--- config.mk ---
export PLATFORM = sky130hd
export DESIGN_NAME = kmc_ctrl_flat
export DESIGN_NICKNAME = d
export VERILOG_FILES = /design/src/kmc_pkg.sv /design/src/kmc_stream_if.sv /design/src/kmc_ctrl.sv /design/src/flat_wrapper.sv
export SDC_FILE = /design/constraint.sdc
export NUM_CORES = 1
export LEC_CHECK = 0
export BUFFER_PORTS_ARGS = -buffer_cell sky130_fd_sc_hd__clkbuf_2
export CORE_UTILIZATION = 40
export CTS_CLUSTER_DIAMETER = 30
export DETAILED_ROUTE_END_ITERATION = 6
export PLACE_DENSITY = 0.73
export RECOVER_POWER = 25
export SETUP_SLACK_MARGIN = 0.2
export SLEW_MARGIN = 15
export SYNTH_ARGS = -nofsm -noshare
export SYNTH_HDL_FRONTEND = slang
export SYNTH_SLANG_ARGS = --single-unit
--- constraint.sdc ---
create_clock -name clk -period 2.05 [get_ports clk]
set_clock_uncertainty 0.15 [all_clocks]
set_input_delay 0.3075 -clock clk [delete_from_list [all_inputs] [get_ports clk]]
set_output_delay 0.3075 -clock clk [all_outputs]
set_load 0.02 [all_outputs]
--- src/kmc_pkg.sv ---
// Shared types and constants of the 1-D k-means intensity clusterer.
package kmc_pkg;

    localparam int SAMPLE_W     = 16;
    localparam int INDEX_W      = 12;
    localparam int LABEL_W      = 4;
    localparam int COUNT_W      = 13;
    localparam int K_W          = 5;
    localparam int ITER_W       = 8;
    localparam int SUM_W        = 29;
    localparam int MEAN_W       = 25;
    localparam int FRAC_BITS    = 8;
    localparam int DIST_W       = 26;
    localparam int MAX_SAMPLES  = 4096;
    localparam int MAX_CLUSTERS = 16;
    localparam int DIVIDEND_W   = SUM_W - 1 + FRAC_BITS;
    localparam int CFG_IDX_W    = 2;
    localparam int CFG_DATA_W   = 13;

    // command codes
    localparam logic [1:0] CMD_LOAD = 2'd0;
    localparam logic [1:0] CMD_RUN  = 2'd1;
    localparam logic [1:0] CMD_READ = 2'd2;

    // status codes
    localparam logic [1:0] ST_OK      = 2'd0;
    localparam logic [1:0] ST_RANGE   = 2'd1;
    localparam logic [1:0] ST_UNKNOWN = 2'd2;

    // configuration register indexes
    localparam logic [CFG_IDX_W-1:0] CFG_CLUSTERS = 2'd0;
    localparam logic [CFG_IDX_W-1:0] CFG_ITERS    = 2'd1;
    localparam logic [CFG_IDX_W-1:0] CFG_SAMPLES  = 2'd2;

    typedef enum logic [2:0] {
        OP_IDLE,
        OP_CLEAR,
        OP_PART,
        OP_INIT,
        OP_SUM,
        OP_MEAN,
        OP_RELABEL
    } op_t;

    typedef struct packed {
        logic [1:0]                  cmd;
        logic [INDEX_W-1:0]          sample_index;
        logic signed [SAMPLE_W-1:0]  sample_value;
    } item_t;

    typedef struct packed {
        logic [LABEL_W-1:0] label;
        logic [COUNT_W-1:0] cluster_size;
        logic [1:0]         status;
    } result_t;

    typedef struct packed {
        op_t                         op;
        logic                        start;
        logic                        load_we;
        logic [INDEX_W-1:0]          index;
        logic signed [SAMPLE_W-1:0]  value;
    } ctrl_cmd_t;

    typedef struct packed {
        logic               done;
        logic [LABEL_W-1:0] label;
        logic [COUNT_W-1:0] cluster_size;
    } dp_stat_t;

endpackage

--- src/kmc_stream_if.sv ---
// Valid/ready stream interface carrying one payload beat.
interface kmc_stream_if #(parameter type payload_t = logic [0:0]);
    logic     valid;
    logic     ready;
    payload_t payload;

    modport source (output valid, output payload, input ready);
    modport sink   (input valid, input payload, output ready);
endinterface

--- src/kmc_ctrl.sv ---
// Controller: command decode, run sequencing and the result register.
module kmc_ctrl (
    input  logic                          clk,
    input  logic                          rst_n,
    kmc_stream_if.sink                    items,
    kmc_stream_if.source                  results,
    input  logic [kmc_pkg::ITER_W-1:0]    iters,
    input  logic [kmc_pkg::COUNT_W-1:0]   n_eff,
    input  kmc_pkg::dp_stat_t             stat,
    output kmc_pkg::ctrl_cmd_t            cmd
);

    typedef enum logic [2:0] {
        S_CLEAR,
        S_IDLE,
        S_READ,
        S_PART,
        S_INIT,
        S_SUM,
        S_MEAN,
        S_RELABEL
    } state_t;

    state_t                        state_reg;
    state_t                        state_next;
    logic                          start_reg;
    logic                          start_next;
    logic [kmc_pkg::ITER_W-1:0]    iter_reg;
    logic [kmc_pkg::ITER_W-1:0]    iter_next;
    logic                          out_valid_reg;
    logic                          out_valid_next;
    kmc_pkg::result_t              out_reg;
    kmc_pkg::result_t              out_next;
    logic                          items_ready;
    logic                          accept;
    logic                          in_range;
    kmc_pkg::item_t                item;
    kmc_pkg::op_t                  op;

    assign item        = items.payload;
    assign items_ready = (state_reg == S_IDLE) && (!out_valid_reg || results.ready);
    assign items.ready = items_ready;
    assign accept      = items.valid && items_ready;
    assign in_range    = {1'b0, item.sample_index} < n_eff;

    // phase handed to the datapath
    always_comb
    begin
        case (state_reg)
            S_CLEAR:   op = kmc_pkg::OP_CLEAR;
            S_PART:    op = kmc_pkg::OP_PART;
            S_INIT:    op = kmc_pkg::OP_INIT;
            S_SUM:     op = kmc_pkg::OP_SUM;
            S_MEAN:    op = kmc_pkg::OP_MEAN;
            S_RELABEL: op = kmc_pkg::OP_RELABEL;
            default:   op = kmc_pkg::OP_IDLE;
        endcase
    end

    assign cmd.op      = op;
    assign cmd.start   = start_reg;
    assign cmd.load_we = accept && item.cmd == kmc_pkg::CMD_LOAD;
    assign cmd.index   = item.sample_index;
    assign cmd.value   = item.sample_value;

    assign results.valid   = out_valid_reg;
    assign results.payload = out_reg;

    // next state and result register contents
    always_comb
    begin
        state_next     = state_reg;
        start_next     = 1'b0;
        iter_next      = iter_reg;
        out_valid_next = out_valid_reg && !results.ready;
        out_next       = out_reg;
        case (state_reg)
            S_CLEAR:
            begin
                if (stat.done)
                begin
                    state_next = S_IDLE;
                end
            end
            S_IDLE:
            begin
                if (accept)
                begin
                    out_next = '0;
                    case (item.cmd)
                        kmc_pkg::CMD_LOAD:
                        begin
                            out_valid_next = 1'b1;
                        end
                        kmc_pkg::CMD_RUN:
                        begin
                            state_next = S_PART;
                            start_next = 1'b1;
                        end
                        kmc_pkg::CMD_READ:
                        begin
                            if (in_range)
                            begin
                                state_next = S_READ;
                            end
                            else
                            begin
                                out_valid_next  = 1'b1;
                                out_next.status = kmc_pkg::ST_RANGE;
                            end
                        end
                        default:
                        begin
                            out_valid_next  = 1'b1;
                            out_next.status = kmc_pkg::ST_UNKNOWN;
                        end
                    endcase
                end
            end
            S_READ:
            begin
                out_valid_next        = 1'b1;
                out_next.label        = stat.label;
                out_next.cluster_size = stat.cluster_size;
                out_next.status       = kmc_pkg::ST_OK;
                state_next            = S_IDLE;
            end
            S_PART:
            begin
                if (stat.done)
                begin
                    state_next = S_INIT;
                    start_next = 1'b1;
                end
            end
            S_INIT:
            begin
                if (stat.done)
                begin
                    iter_next = '0;
                    if (iters == '0)
                    begin
                        out_valid_next = 1'b1;
                        state_next     = S_IDLE;
                    end
                    else
                    begin
                        state_next = S_SUM;
                        start_next = 1'b1;
                    end
                end
            end
            S_SUM:
            begin
                if (stat.done)
                begin
                    state_next = S_MEAN;
                    start_next = 1'b1;
                end
            end
            S_MEAN:
            begin
                if (stat.done)
                begin
                    state_next = S_RELABEL;
                    start_next = 1'b1;
                end
            end
            S_RELABEL:
            begin
                if (stat.done)
                begin
                    iter_next = iter_reg + 1'b1;
                    if (iter_reg == iters - 1'b1)
                    begin
                        out_valid_next = 1'b1;
                        state_next     = S_IDLE;
                    end
                    else
                    begin
                        state_next = S_SUM;
                        start_next = 1'b1;
                    end
                end
            end
            default:
            begin
                state_next = S_IDLE;
            end
        endcase
    end

    // state machine and result register
    always_ff @(posedge clk or negedge rst_n)
    begin
        if (!rst_n)
        begin
            state_reg     <= S_CLEAR;
            start_reg     <= 1'b1;
            iter_reg      <= '0;
            out_valid_reg <= 1'b0;
            out_reg       <= '0;
        end
        else
        begin
            state_reg     <= state_next;
            start_reg     <= start_next;
            iter_reg      <= iter_next;
            out_valid_reg <= out_valid_next;
            out_reg       <= out_next;
        end
    end

`ifndef SYNTH
    // a read result is formed only into an empty result register
    assert property (@(posedge clk) disable iff (!rst_n)
        state_reg == S_READ |-> !out_valid_reg)
        else $error("read result would overwrite a pending beat");

    // a run command starts the partition phase
    assert property (@(posedge clk) disable iff (!rst_n)
        (accept && item.cmd == kmc_pkg::CMD_RUN) |=> (state_reg == S_PART && start_reg))
        else $error("run command did not start partition");

    // no beat is taken while the label store is being cleared
    assert property (@(posedge clk) disable iff (!rst_n)
        state_reg == S_CLEAR |-> !items_ready)
        else $error("input accepted during label clear");
`endif

endmodule

--- src/flat_wrapper.sv ---
// flat-port wrapper written by rule: the top's interface ports become plain ports
module kmc_ctrl_flat 
  (clk, rst_n, iters, n_eff, stat, cmd, items_valid, items_payload, items_ready, results_valid, results_payload, results_ready);
  kmc_stream_if items_i ();
  kmc_stream_if results_i ();
  input  logic clk;
  input  logic rst_n;
  input  logic [kmc_pkg::ITER_W-1:0] iters;
  input  logic [kmc_pkg::COUNT_W-1:0] n_eff;
  input  kmc_pkg::dp_stat_t stat;
  output kmc_pkg::ctrl_cmd_t cmd;
  input wire logic [$bits(items_i.valid)-1:0] items_valid;
  input wire logic [$bits(items_i.payload)-1:0] items_payload;
  output wire logic [$bits(items_i.ready)-1:0] items_ready;
  output wire logic [$bits(results_i.valid)-1:0] results_valid;
  output wire logic [$bits(results_i.payload)-1:0] results_payload;
  input wire logic [$bits(results_i.ready)-1:0] results_ready;
  assign items_i.valid = items_valid;
  assign items_i.payload = items_payload;
  assign items_ready = items_i.ready;
  assign results_valid = results_i.valid;
  assign results_payload = results_i.payload;
  assign results_i.ready = results_ready;
  kmc_ctrl u_core (.clk(clk), .rst_n(rst_n), .items(items_i), .results(results_i), .iters(iters), .n_eff(n_eff), .stat(stat), .cmd(cmd));
endmodule
Word level (Yosys, flattened, before mapping):

Index checks and enable logic that the tools add are counted.

* bits in registers: 14
* logic and storage cells: 64

* $add $sub $neg: 2
* equal/unequal tests: 15
* muxes and demuxes: 27
* bitwise gates (word level): 1
* reductions and logical operators: 14

Operator list (number)
* 2-to-1 mux 3 bit: 8
* case mux 3 bit (7 select lines): 1
* case mux 3 bit (6 select lines): 1
* 2-to-1 mux 8 bit: 2
* case mux 8 bit (2 select lines): 1
* equality test 3 bit (second input constant): 4
* inequality test 2 bit (second input constant): 6
* 2-to-1 mux 1 bit: 11
* adder 8 x 1 -> 8 bit (second input constant): 1
* equality test 8 bit: 1
* zero test 8 bit: 1
* subtractor 8 x 1 -> 8 bit (second input constant): 1
* AND reduction 7 bit: 1
* equality test 3 x 2 -> 1 bit (second input constant): 2
* case mux 1 bit (4 select lines): 1
* nonzero test 2 bit: 2
* equality test 3 x 1 -> 1 bit (second input constant): 1
* logical AND 1 bit: 3
* zero test 3 bit: 1
* case mux 1 bit (3 select lines): 1
* AND reduction 3 bit: 1
* OR reduction 3 bit: 1
* zero test 1 bit: 2
* inequality test 2 x 1 -> 1 bit (second input constant): 1
* other kinds (4): 4

Longest topological paths before layout:

Gate-level depths: netlist (run 1).

* word-level depth: 6
* gate-level depth with buffers: 7
* mapped depth without buffers: 7

Least setup slack after synthesis (run 1):

OpenSTA, ideal clock, no wires.

* kind: register -> register
* start: reg u_core.iter_reg[5] in the netlist's numbering
* end: reg u_core.state_reg[2]
* arrival: 1454 ps
* required time: 1769 ps
* setup slack: 315 ps
* cell stages (with the launch flop): 6
* buffers on the path: 0
* path through: dfrtp_1 > or2_0 > a221o_1 > and4_4 > nor4_4 > a21oi_1

* cells in the longest elaborated chain, start to end: 4

Ends and longest elaborated chain
* from (decl): RTL line kmc_ctrl.sv:28 `logic [kmc_pkg::ITER_W-1:0] iter_reg;`
* from (signal assigned): RTL line kmc_ctrl.sv:208 `iter_reg <= iter_next;`
* equality test 8 bit: RTL line kmc_ctrl.sv:174 `if (iter_reg == iters - 1'b1)`
* 2-to-1 mux 3 bit: RTL line kmc_ctrl.sv:174
* 2-to-1 mux 3 bit: RTL line kmc_ctrl.sv:171 `if (stat.done)`
* case mux 3 bit (7 select lines): RTL line kmc_ctrl.sv:77 `case (state_reg)`
* to (signal assigned): RTL line kmc_ctrl.sv:206 `state_reg <= state_next;`
* to (decl): RTL line kmc_ctrl.sv:24 `state_t state_reg;`

No other way between the ends. The select of a mux whose other input is x is not followed.
A chain may end at the register's enable or synchronous reset.

==> metrics list, run 1 <==
- The critical path ends at cmd[28].
* Detail-routed via count per cell: 4.55
- Dividing the synthesized area by the synthesized cell count gives 8.38 µm².
* Count of max-cap constraint violations: 0
- HPWL after detailed placement: 1680 µm
- Dividing the final minimum period by the clock period gives 0.901.
* Share of cells above drive strength 1: 0.238
- Top library cells by usage in the layout, fill and taps aside: sky130_fd_sc_hd__conb_1 (28), sky130_fd_sc_hd__clkbuf_2 (16), sky130_fd_sc_hd__nor2_1 (13), sky130_fd_sc_hd__dfrtp_1 (11), sky130_fd_sc_hd__xor2_1 (10)
- Inst Count DP: 208
- Launching instance or port of the critical path: u_core.state_reg[1]$_DFFE_PN0P_
- Crit path kind: reg -> out
- Initial cell density of the core: 0.437
* DRC Markers: 3
- Crit-path max FO: 11
- TritonCTS buffer count: 3
- Wire length of the first global-routing pass: 3490 µm
- Clock sink count: 13
- Summed over all instances, the cell type with the most area after synthesis is sky130_fd_sc_hd__dfrtp_1.
* Async set or reset register ratio after synthesis: 1.00
- Post-synth cell types: 44
- After clock tree synthesis, the clock-pin slew on the worst setup and hold paths is 0.08 ns.
- Worst flop-to-flop path endpoint: u_core.results.valid$_DFF_PN0_
- GP Congestion: 0.849
* Worst-Skew Late Latency: 0.27 ns
* Commonest register cell after synthesis: sky130_fd_sc_hd__dfrtp_1
* Area of the core region: 2880 µm²
- The worst setup path is launched from a flop.
- Final cell area excluding filler cells: 1370 µm²
- Arrival time of the worst setup path: 1.39 ns
- Number of iterations in the first detailed-routing pass: 6
- Final setup violation count: 0
* # H-tree levels: 1
* Vias in the first global route: 821
- TritonCTS built the clock tree.
- Die Width: 58.1 µm
* Signed area change from the synthesized netlist to the final layout: 8.66%
* Count of standard-cell rows: 19
* Part of the Yosys area used for sequential elements: 0.260
- Count of vias placed by the detailed router: 974
- Number of antenna violations at the first check in global routing: 0
- Per-cell routed wire length: 10.3 µm
- Clock tree synthesis selected as its root buffer the cell sky130_fd_sc_hd__clkbuf_4.
* Worst reg2reg setup slack: 0.27 ns
- Worst EP required: 1.59 ns
* Critical-path cell with the highest stage delay: sky130_fd_sc_hd__dfrtp_1
- Number of enable flip-flop cells after synthesis: 0
- Post-route ant nets: 0
- For this block, the initial DRC count from the detailed router was 29.
- For the worst flop-to-flop path, the logic depth is 5.
* I/O pin count: 80
* Status: finished, violations left
- Pwr Density: 978 nW/µm²
- Number of antenna repair diodes: 0
- Of the post-synthesis cell area, the dominant cell type holds 0.239.
* Slew margin rel.: 0.535
- The largest single stage delay on the critical path is 0.37 ns.
- Placement-stage cell area: 1290 µm²
* Clock Path Buffers: 2
- Setup repair after global routing missed its margin: true
* Number of input and output port buffers inserted: 19
- Total routed wirelength: 2200 µm
- Maximum number of pins on one net before global-route repair: 14
- For this run, the total global-route usage over all layers was measured as 0.133.
- The clock period could shrink to 1.85 ns.
* Number of nets in the layout: 220
* Worst min-delay path class: in -> reg
- TNS Setup: 0 ns
* Worst path cell trace: buf_4 > nor2_4 > and3_4 > and2_1 > clkbuf_4
* Die Area: 3370 µm²
* Largest register FFs: 8
- Synth Register Bits: 13
- The worst register-to-register path begins at u_core.iter_reg[5]$_DFFE_PN0P_.
* Leakage: 0.651 nW
- Violated checks: DRC
* Gr ovfl total: 0
- Transition time of the tightest slew-check pin: 0.698 ns
- Setup crit end kind: output port
- Die extent in y: 58.1 µm
* Summed instance area of the synthesized netlist: 1260 µm²
- Sorting the synthesized cells by area gives the leading types as sky130_fd_sc_hd__dfrtp_1 (24%), sky130_fd_sc_hd__buf_4 (19%), sky130_fd_sc_hd__xor2_1 (7.0%).
- The final hold violation count is 0.
* Most frequent standard cell in the layout excluding fill and tap cells: sky130_fd_sc_hd__conb_1
- The final count of pins violating max slew came to 0.
- Yosys Warn Count: 0
* Max Clock Freq: 0.541 GHz
- Once layout is complete, the cells apart from fillers number 214.
- Cell count after synthesis: 150
* Worst vdd rail ir drop: 0.469 mV
[cell usage after synthesis (2+ instances only)]
master                     number
sky130_fd_sc_hd__buf_4         31
sky130_fd_sc_hd__nor2_1        14
sky130_fd_sc_hd__dfrtp_1       12
sky130_fd_sc_hd__xor2_1        10
sky130_fd_sc_hd__nand2_1        8
sky130_fd_sc_hd__a21oi_1        6
sky130_fd_sc_hd__xnor2_1        6
sky130_fd_sc_hd__inv_1          5
sky130_fd_sc_hd__nand4_1        5
sky130_fd_sc_hd__nor2b_1        4
sky130_fd_sc_hd__nor3_1         4
sky130_fd_sc_hd__o21ai_0        4
sky130_fd_sc_hd__ha_1           3
sky130_fd_sc_hd__and2_1         2
sky130_fd_sc_hd__and3_1         2
sky130_fd_sc_hd__buf_2          2
sky130_fd_sc_hd__nand2b_1       2
sky130_fd_sc_hd__nand3_1        2
sky130_fd_sc_hd__nand3b_1       2
sky130_fd_sc_hd__o31a_1         2
[routing by layer]
metal / vias up / wire length (µm) / track usage
met5: - / 0 / 0
li1: 495 / - / -
met2: 33 / 1110 / 0.215
met1: 444 / 967 / 0.178
met4: 0 / 7 / 0.0306
met3: 2 / 113 / 0.0335
[stage by stage]
stage          power [mW]  hold WS, ns  setup WS, ns   util
2_1_floorplan        1.00       -0.138         0.315      -
3_3_place_gp         1.12       0.0690         0.136  0.449
3_5_place_dp         1.13       0.0709         0.122  0.449
4_1_cts              1.30        0.140         0.209  0.464
5_1_grt              1.45        0.150         0.129  0.475
6_report             1.34        0.139         0.202  0.475
[critical path: cells and delay by family (launching register included)]
family | cells | cell delay, ns
simple gates | 3 | 0.41
buf+inv | 2 | 0.34
flops | 1 | 0.37
[worst min-delay path by stage]
stage / from / endpoint / slack (ns) / cells past startpoint
finish: stat[17] / u_core.state_reg[0]$_DFFE_PN0P_ / 0.14 / 2
global route: stat[17] / u_core.state_reg[0]$_DFFE_PN0P_ / 0.15 / 2
CTS: stat[17] / u_core.state_reg[0]$_DFFE_PN0P_ / 0.14 / 2
detailed placement: rst_n / u_core.state_reg[0]$_DFFE_PN0P_ / 0.07 / 1
global placement: rst_n / u_core.state_reg[0]$_DFFE_PN0P_ / 0.07 / 1
floorplan: rst_n / u_core.iter_reg[0]$_DFFE_PN0P_ / -0.14 / 0
[layout make-up]
cell class	count	area, µm²
clock buffer	4	26.3
fill	293	1510
inverter	5	18.8
multi-input combinational	124	790
sequential	13	328
tap	42	52.6
timing repair buffer	26	151
[repair_timing]
item	CTS	global route
pin swaps	1	4
resized for setup	2	8
hold endpoints to repair	12	0
endpoints found under the setup margin	3	7
hold buffers	1	0
buffers inserted	0	1
[logic make-up (layout without fill, tap and decap cells)]
logic type,after synthesis,count (layout),share of synthesized area
buffers and inverters,40,35,0.215
other,1,28,0.00298
XOR/XNOR,16,16,0.111
AO/OA/AOI/OAI,21,21,0.114
flip-flops,13,13,0.260
adder cells (fa/ha/maj),3,3,0.0299
multiplexers,1,1,0.00796
AND/OR/NAND/NOR,55,55,0.259
[report_power, final]
part | total, mW | switching (mW) | internal, mW
sequential | 0.411 | 0.0689 | 0.342
clock | 0.155 | 0.0795 | 0.0753
combinational | 0.770 | 0.477 | 0.293
total | 1.34 | 0.626 | 0.710
Note: power is estimated with default switching activity, not from simulation.
==> run 2, diff against run 1 <==
CTS_BUF_LIST = sky130_fd_sc_hd__clkbuf_2 sky130_fd_sc_hd__clkbuf_4 sky130_fd_sc_hd__clkbuf_8   (was default)
==> run 2 against run 1 <==
  * The run still ends with DRC left
  * Register-to-register slack got worse by 0.03 ns
  * Worst hold slack got worse by 0.0035 ns
  * Die area unchanged
  * Via count increased by 0.82%
  * Global-route usage increased by 0.19 points
  * Fmax decreased by 0.83%
  * Largest power group unchanged
  * Flip-flop and latch count unchanged
  * Clock-buffer cell count unchanged
==> metrics list, run 2 (synthesis results as in run 1) <==
- Status: finished, violations left
- Violated checks: DRC
* Total routed wirelength: 2230 µm (+1.0%)
- Slew margin rel.: 0.535 (about the same)
* Number of antenna violations at the first check in global routing: 0 (unchanged)
- Count of final max-slew check failures: 0 (unchanged)
- Worst-Skew Late Latency: 0.27 ns (about the same)
* Final setup violation count: 0 (unchanged)
* Clock sink count: 13 (unchanged)
- Arrival time of the worst setup path: 1.41 ns (+0.02 ns)
- The number of global-route vias before repair was 826 (+0.61%).
- The final antenna-violating net count came to 0 (unchanged).
- Wire length of the first global-routing pass: 3520 µm (+0.80%)
* Per-cell routed wire length: 10.4 µm (+1.0%)
* Number of design-rule violations left by the first detailed-router iteration: 32 (+10%)
- In the layout the commonest cells are sky130_fd_sc_hd__conb_1 (28), sky130_fd_sc_hd__clkbuf_2 (17), sky130_fd_sc_hd__nor2_1 (13), sky130_fd_sc_hd__dfrtp_1 (11), sky130_fd_sc_hd__xor2_1 (10).
- The power per cell area was 988 nW/µm² (+1.0%).
* HPWL after detailed placement: 1680 µm (unchanged)
- Hold Violations, Final: 0 (unchanged)
- Setup crit end kind: output port
- The area overhead of the layout relative to synthesis was 8.56% (about the same).
* Worst path cell trace: buf_4 > nor2_4 > and3_4 > and2_1 > clkbuf_4
- Worst vdd rail ir drop: 0.474 mV (+1.2%)
* TNS Setup: 0 ns (unchanged)
- The depth of the CTS H-tree was 1 (unchanged).
* Maximum number of pins on one net before global-route repair: 14 (unchanged)
- Clock Path Buffers: 2 (unchanged)
- The worst endpoint required time was 1.59 ns (about the same).
- Shortest period the worst path allows: 1.86 ns (+0.0154 ns)
* Setup repair after global routing missed its margin: true
* Gr ovfl total: 0 (unchanged)
- DRC Markers: 3 (unchanged)
- The number of vias per cell after detailed routing came to 4.59 (+0.82%).
- The peak clock frequency supported by timing is 0.537 GHz (-0.83%).
- The clock-pin slew reported for the worst setup and hold paths after clock tree synthesis came to 0.08 ns (about the same).
* Share of cells above drive strength 1: 0.244 (+0.00581)
- Die extent in y: 58.1 µm (unchanged)
* TritonCTS buffer count: 3 (unchanged)
- Count of vias placed by the detailed router: 982 (+0.82%)
* Kind of launch point of the worst setup path: flop
* Clock tree root buffer cell: sky130_fd_sc_hd__clkbuf_4
- Critical-path cell with the highest stage delay: sky130_fd_sc_hd__dfrtp_1
- By startpoint and endpoint, the worst setup path is classified as reg -> out.
- The number of inserted diodes is 0 (unchanged).
* Area of the core region: 2880 µm² (unchanged)
- Worst-case hold slack: 0.135 ns (-0.00350 ns)
- GP Congestion: 0.849 (unchanged)
* Number of nets in the layout: 220 (unchanged)
* Count of standard-cell rows: 19 (unchanged)
- The number of port buffers came to 19 (unchanged).
- The leakage dissipation came to 0.655 nW (+0.60%).
- The floorplan die width was 58.1 µm (unchanged).
* Worst min-delay path class: in -> reg
- The number of flip-flops in the largest register was 8 (unchanged).
* Number of iterations in the first detailed-routing pass: 6 (unchanged)
- Leaving out fill and tap cells, the most frequent cell in the layout is sky130_fd_sc_hd__conb_1.
- Initial cell density of the core: 0.437 (unchanged)
- Largest incremental delay on the critical path: 0.38 ns (about the same)
- CTS tree: yes
- The critical-path maximum fanout is 11 (unchanged).
- The max-capacitance violation count is 0 (unchanged).
* Overall Global Routing Usage: 0.135 (+0.00187)
- Transition time of the tightest slew-check pin: 0.698 ns (+0.000198 ns)
* Die Area: 3370 µm² (unchanged)
* Final clock period utilization by the worst path: 0.909 (+0.00750)
- I/O pin count: 80 (unchanged)
==> run 2: cell count changes in the layout (fill, tap and decap cells not counted) <==
cell / before / now
sky130_fd_sc_hd__a211oi_2: 0 / 1
sky130_fd_sc_hd__a211oi_4: 1 / 0
sky130_fd_sc_hd__buf_2: 1 / 0
sky130_fd_sc_hd__clkbuf_1: 2 / 1
sky130_fd_sc_hd__clkbuf_2: 16 / 17
sky130_fd_sc_hd__clkbuf_4: 4 / 5
sky130_fd_sc_hd__o21ai_0: 3 / 4
sky130_fd_sc_hd__o21ai_1: 1 / 0
sky130_fd_sc_hd__or2_2: 1 / 0
sky130_fd_sc_hd__or2_4: 0 / 1
==> run 2: final cells by class <==
cell class / instances / area, µm²
Fill cell: 290 / 1510
Inverter: 5 / 18.8
Tap cell: 42 / 52.6
Clock buffer: 4 / 30.0
Sequential cell: 13 / 328
Multi-Input combinational cell: 124 / 785
Timing Repair Buffer: 26 / 151
==> run 2: path summary, 6_finish.rpt <==
kind / start / endpoint / slack (ns) / cells past startpoint
setup / recovery: u_core.state_reg[1]$_DFFE_PN0P_ / cmd[28] / 0.19 / 5
hold / removal: stat[17] / u_core.state_reg[0]$_DFFE_PN0P_ / 0.14 / 2
setup reg to reg: u_core.iter_reg[5]$_DFFE_PN0P_ / u_core.results.valid$_DFF_PN0_ / 0.24 / 5
hold reg to reg: u_core.iter_reg[0]$_DFFE_PN0P_ / u_core.iter_reg[0]$_DFFE_PN0P_ / 0.41 / 1
max in group asynchronous: rst_n / u_core.iter_reg[5]$_DFFE_PN0P_ / 0.80 / 2
min in group asynchronous: rst_n / u_core.state_reg[0]$_DFFE_PN0P_ / 0.46 / 2
==> run 2: metal layers <==
layer | wire length, µm | GRT usage | up-vias
met4 | 7 | 0.0408 | 0
met1 | 969 | 0.179 | 446
li1 | - | - | 497
met2 | 1110 | 0.215 | 37
met5 | 0 | 0 | -
met3 | 139 | 0.0335 | 2
==> run 2: through the flow <==
step	std cells	power (mW)	worst slack, ns	instance area [µm²]	utilization
4_1_cts	213	1.31	0.208	1340	0.465
3_3_place_gp	208	1.12	0.136	1290	0.449
3_5_place_dp	208	1.13	0.122	1290	0.449
2_1_floorplan	177	1.00	0.315	1360	-
5_1_grt	214	1.45	0.121	1370	0.475
6_report	214	1.35	0.187	1370	0.475
==> run 2: report_power, final <==
group	leakage [nW]	internal (mW)	total, mW	switching [mW]
Clock	0.0184	0.0887	0.170	0.0816
Sequential	0.162	0.342	0.414	0.0719
Combinational	0.475	0.296	0.764	0.468
Total	0.655	0.727	1.35	0.622
==> run 2: timing repair <==
item,CTS,global route
setup buffers,0,1
hold endpoints to repair,12,0
hold buffers,1,0
pin swaps,1,3
cloned,0,0
resized for setup,2,6
endpoints found under the setup margin,3,7
==> run 2: worst max-delay path, delay by kind of cell, from the launching register on <==
kind	cells	cell delay [ns]
AND/OR/NAND/NOR	3	0.41
flip-flops	1	0.38
buffers and inverters	2	0.34
==> run 3, diff against run 2 <==
PLACE_DENSITY = 0.76   (was 0.73)
clock period = 1.5 ns   (was 2.05 ns; I/O delays follow)
==> run 3 against run 2 <==
  * The run ends with DRC, setup timing left
  * First-iteration DRC count increased by 9.4%
  * Clock-buffer cell count unchanged
  * Clock power increased by 48%
  * Cell count increased by 16%
  * Highest routed layer unchanged
==> metrics list, run 3 (synthesis results as in run 1) <==
- Number of antenna repair diodes: 0 (unchanged)
- In the layout the commonest cells are sky130_fd_sc_hd__buf_4 (34), sky130_fd_sc_hd__conb_1 (28), sky130_fd_sc_hd__nor2_1 (13), sky130_fd_sc_hd__clkbuf_2 (12), sky130_fd_sc_hd__dfrtp_1 (11).
- Pwr Density: 1500 nW/µm² (+52%)
- The number of placed instances with taps included is 234 (+13%).
- The delay contributed by the slowest stage of the critical path is 0.42 ns (+0.04 ns).
* Post-route ant nets: 0 (unchanged)
- Kind of cell with the highest combined delay on the critical path: flip-flops
- The total core area is 2880 µm² (unchanged).
* Crit path kind: reg -> out
* Signed area change from the synthesized netlist to the final layout: 43.2%
* Sum of buffers and inverters on the critical path: 2 (unchanged)
* Count of final max-slew check failures: 0 (unchanged)
- Setup crit end kind: output port
* Overall Global Routing Usage: 0.173 (+0.0387)
- The initial antenna violation count was 0 (unchanged).
- The worst register-to-register path ends at u_core.iter_reg[5]$_DFFE_PN0P_.
- The worst hold path depth came to 3 (+1).
- The sum of net half-perimeters after detailed placement came to 2080 µm (+24%).
- The total overflow reported by the global router came to 0 (unchanged).
* Clock tree root buffer cell: sky130_fd_sc_hd__clkbuf_4
- The worst endpoint required time came to 1.12 ns (-0.47 ns).
- Dividing the final minimum period by the clock period gives 1.18.
- Worst-Skew Late Latency: 0.29 ns (+0.02 ns)
- The worst-margin pin slew came to 0.734 ns (+0.0358 ns).
- Per-cell routed wire length: 12.0 µm (+15%)
* Largest register FFs: 8 (unchanged)
- The DRC violation count after routing is 2 (-1).
* Number of input and output port buffers inserted: 19 (unchanged)
- Vias in the first global route: 1011 (+22%)
- Number of design-rule violations left by the first detailed-router iteration: 35 (+9.4%)
- TritonCTS built the clock tree.
* Count of vias placed by the detailed router: 1138 (+16%)
- The wire length of the first global-routing pass is 4430 µm (+26%).
- Count of max-cap constraint violations: 0 (unchanged)
* Shortest period the worst path allows: 1.77 ns
- Slew margin rel.: 0.511 (-0.0239)
- Die Area: 3370 µm² (unchanged)
- The worst-case hold slack was 0.135 ns (-0.000906 ns).
- I/O pin count: 80 (unchanged)
- Setup repair after global routing could not meet its margin everywhere.
* Most frequent standard cell in the layout excluding fill and tap cells: sky130_fd_sc_hd__buf_4
- Worst path cell trace: or2_4 > buf_6 > o21ai_2 > clkbuf_8
- The total of fill cells in the finished design was 240 (-17%).
- Share of cells above drive strength 1: 0.454 (+0.210)
- The number of vias per cell after detailed routing came to 4.57 (-0.40%).
- TritonCTS buffer count: 3 (unchanged)
- Number of iterations in the first detailed-routing pass: 6 (unchanged)
* Number of nets in the layout: 255 (+16%)
* Max Clock Freq: 0.564 GHz
- The total of endpoints with negative setup slack in the final report came to 16 (+16).
- The startpoint identified for the worst register-to-register timing path is u_core.state_reg[0]$_DFFE_PN0P_.
* GP Congestion: 0.939 (+11%)
- The cell depth of the worst flop-to-flop path was 6 (+1).
- The worst path setup slack after routing came to -0.274 ns (-0.461 ns).
- The depth of the CTS H-tree came to 1 (unchanged).
* Worst Hold Endpoint: u_core.state_reg[0]$_DFFE_PN0P_
- The die extent in y is 58.1 µm (unchanged).
* Initial cell density of the core: 0.437 (unchanged)
- Maximum number of pins on one net before global-route repair: 14 (unchanged)
* Worst min-delay path class: in -> reg
- Clock sink count: 13 (unchanged)
* Non-filler instance count after layout: 249 (+16%)
- Violated checks: DRC, setup timing
* Clock-pin slew on the worst setup and hold paths: 0.08 ns (about the same)
- Kind of launch point of the worst setup path: flop
* Count of standard-cell rows: 19 (unchanged)
* Leakage: 0.870 nW (+33%)
* Clock Path Buffers: 2 (unchanged)
- Total routed wirelength: 2980 µm (+34%)
* Hold Violations, Final: 0 (unchanged)
* Crit-path max FO: 3 (-8)
- The reg-to-reg setup timing slack came to -0.18 ns (-0.42 ns).
* Worst vdd rail ir drop: 1.41 mV (+200%)
- The worst hold path begins at stat[17].
- The arrival time at the worst endpoint came to 1.40 ns (about the same).
- Among all stages on the critical path, the largest delay is contributed by sky130_fd_sc_hd__dfrtp_1.
- Status: finished, violations left
- Die Width: 58.1 µm (unchanged)
## run 3: cell types whose count changed in the layout (fill, tap and decap cells not counted), moves of 3 or more
cell                       previous run  this run
sky130_fd_sc_hd__clkbuf_2            17        12
sky130_fd_sc_hd__nand2_2              0         3
sky130_fd_sc_hd__nand2_1              8         5
sky130_fd_sc_hd__buf_6                0         8
sky130_fd_sc_hd__buf_4                6        34
sky130_fd_sc_hd__buf_8                0         4
## run 3: where the power goes
group          internal (mW)  total, mW  switching [mW]
sequential             0.472      0.589           0.117
clock                  0.122      0.251           0.130
combinational          0.968       1.86           0.891
## run 3: final cells by class
class	count	area, µm²	area share
Timing Repair Buffer	61	493	0.274
Sequential cell	13	328	0.182
Inverter	5	18.8	0.0104
Tap cell	42	52.6	0.0292
Clock buffer	4	30.0	0.0167
Multi-Input combinational cell	124	878	0.488
## run 3: worst max-delay path by stage
| stage | cells after the start | from | slack [ns] | to |
|---|---|---|---|---|
| finish | 4 | u_core.state_reg[0]$_DFFE_PN0P_ | -0.27 | cmd[31] |
| global route | 5 | u_core.state_reg[1]$_DFFE_PN0P_ | -0.31 | cmd[28] |
| CTS | 4 | u_core.state_reg[1]$_DFFE_PN0P_ | -0.25 | cmd[31] |
| detailed placement | 8 | iters[1] | -0.28 | u_core.state_reg[2]$_DFFE_PN0P_ |
| global placement | 9 | iters[1] | -0.26 | u_core.state_reg[2]$_DFFE_PN0P_ |
| floorplan | 6 | u_core.state_reg[0]$_DFFE_PN0P_ | -0.09 | u_core.iter_reg[5]$_DFFE_PN0P_ |
## run 3: routing by layer
layer  track usage  share of wire  up-vias
li1              -              -      564
met1         0.212           0.41      536
met2         0.305           0.54       33
met3        0.0290          0.034        5
met4        0.0612          0.017        0
met5             0              0        -
## run 3: what timing repair did
| action | CTS | global route |
|---|---|---|
| hold buffers | 1 | 0 |
| pin swaps | 12 | 11 |
| cloned | 0 | 0 |
| resized for setup | 27 | 18 |
| setup endpoints to repair | 17 | 19 |
| buffers inserted | 7 | 3 |
| hold endpoints to repair | 13 | 0 |
## run 3: tightest hold or removal path, stage by stage
cell	delay, ns
sky130_fd_sc_hd__clkbuf_2	0.10
sky130_fd_sc_hd__buf_4	0.13
sky130_fd_sc_hd__a31oi_1	0.08
## run 3: metrics by stage
step / utilization / power, mW / TNS [ns] / worst slack (ns) / instance area [µm²]
global route: 0.626 / 2.86 / -3.27 / -0.311 / 1800
floorplan: - / 1.45 / -0.304 / -0.0882 / 1410
global placement: 0.530 / 1.83 / -0.851 / -0.259 / 1530
finish: 0.626 / 2.70 / -2.49 / -0.274 / 1800
CTS: 0.599 / 2.50 / -2.26 / -0.251 / 1720
detailed placement: 0.530 / 1.86 / -0.985 / -0.279 / 1530
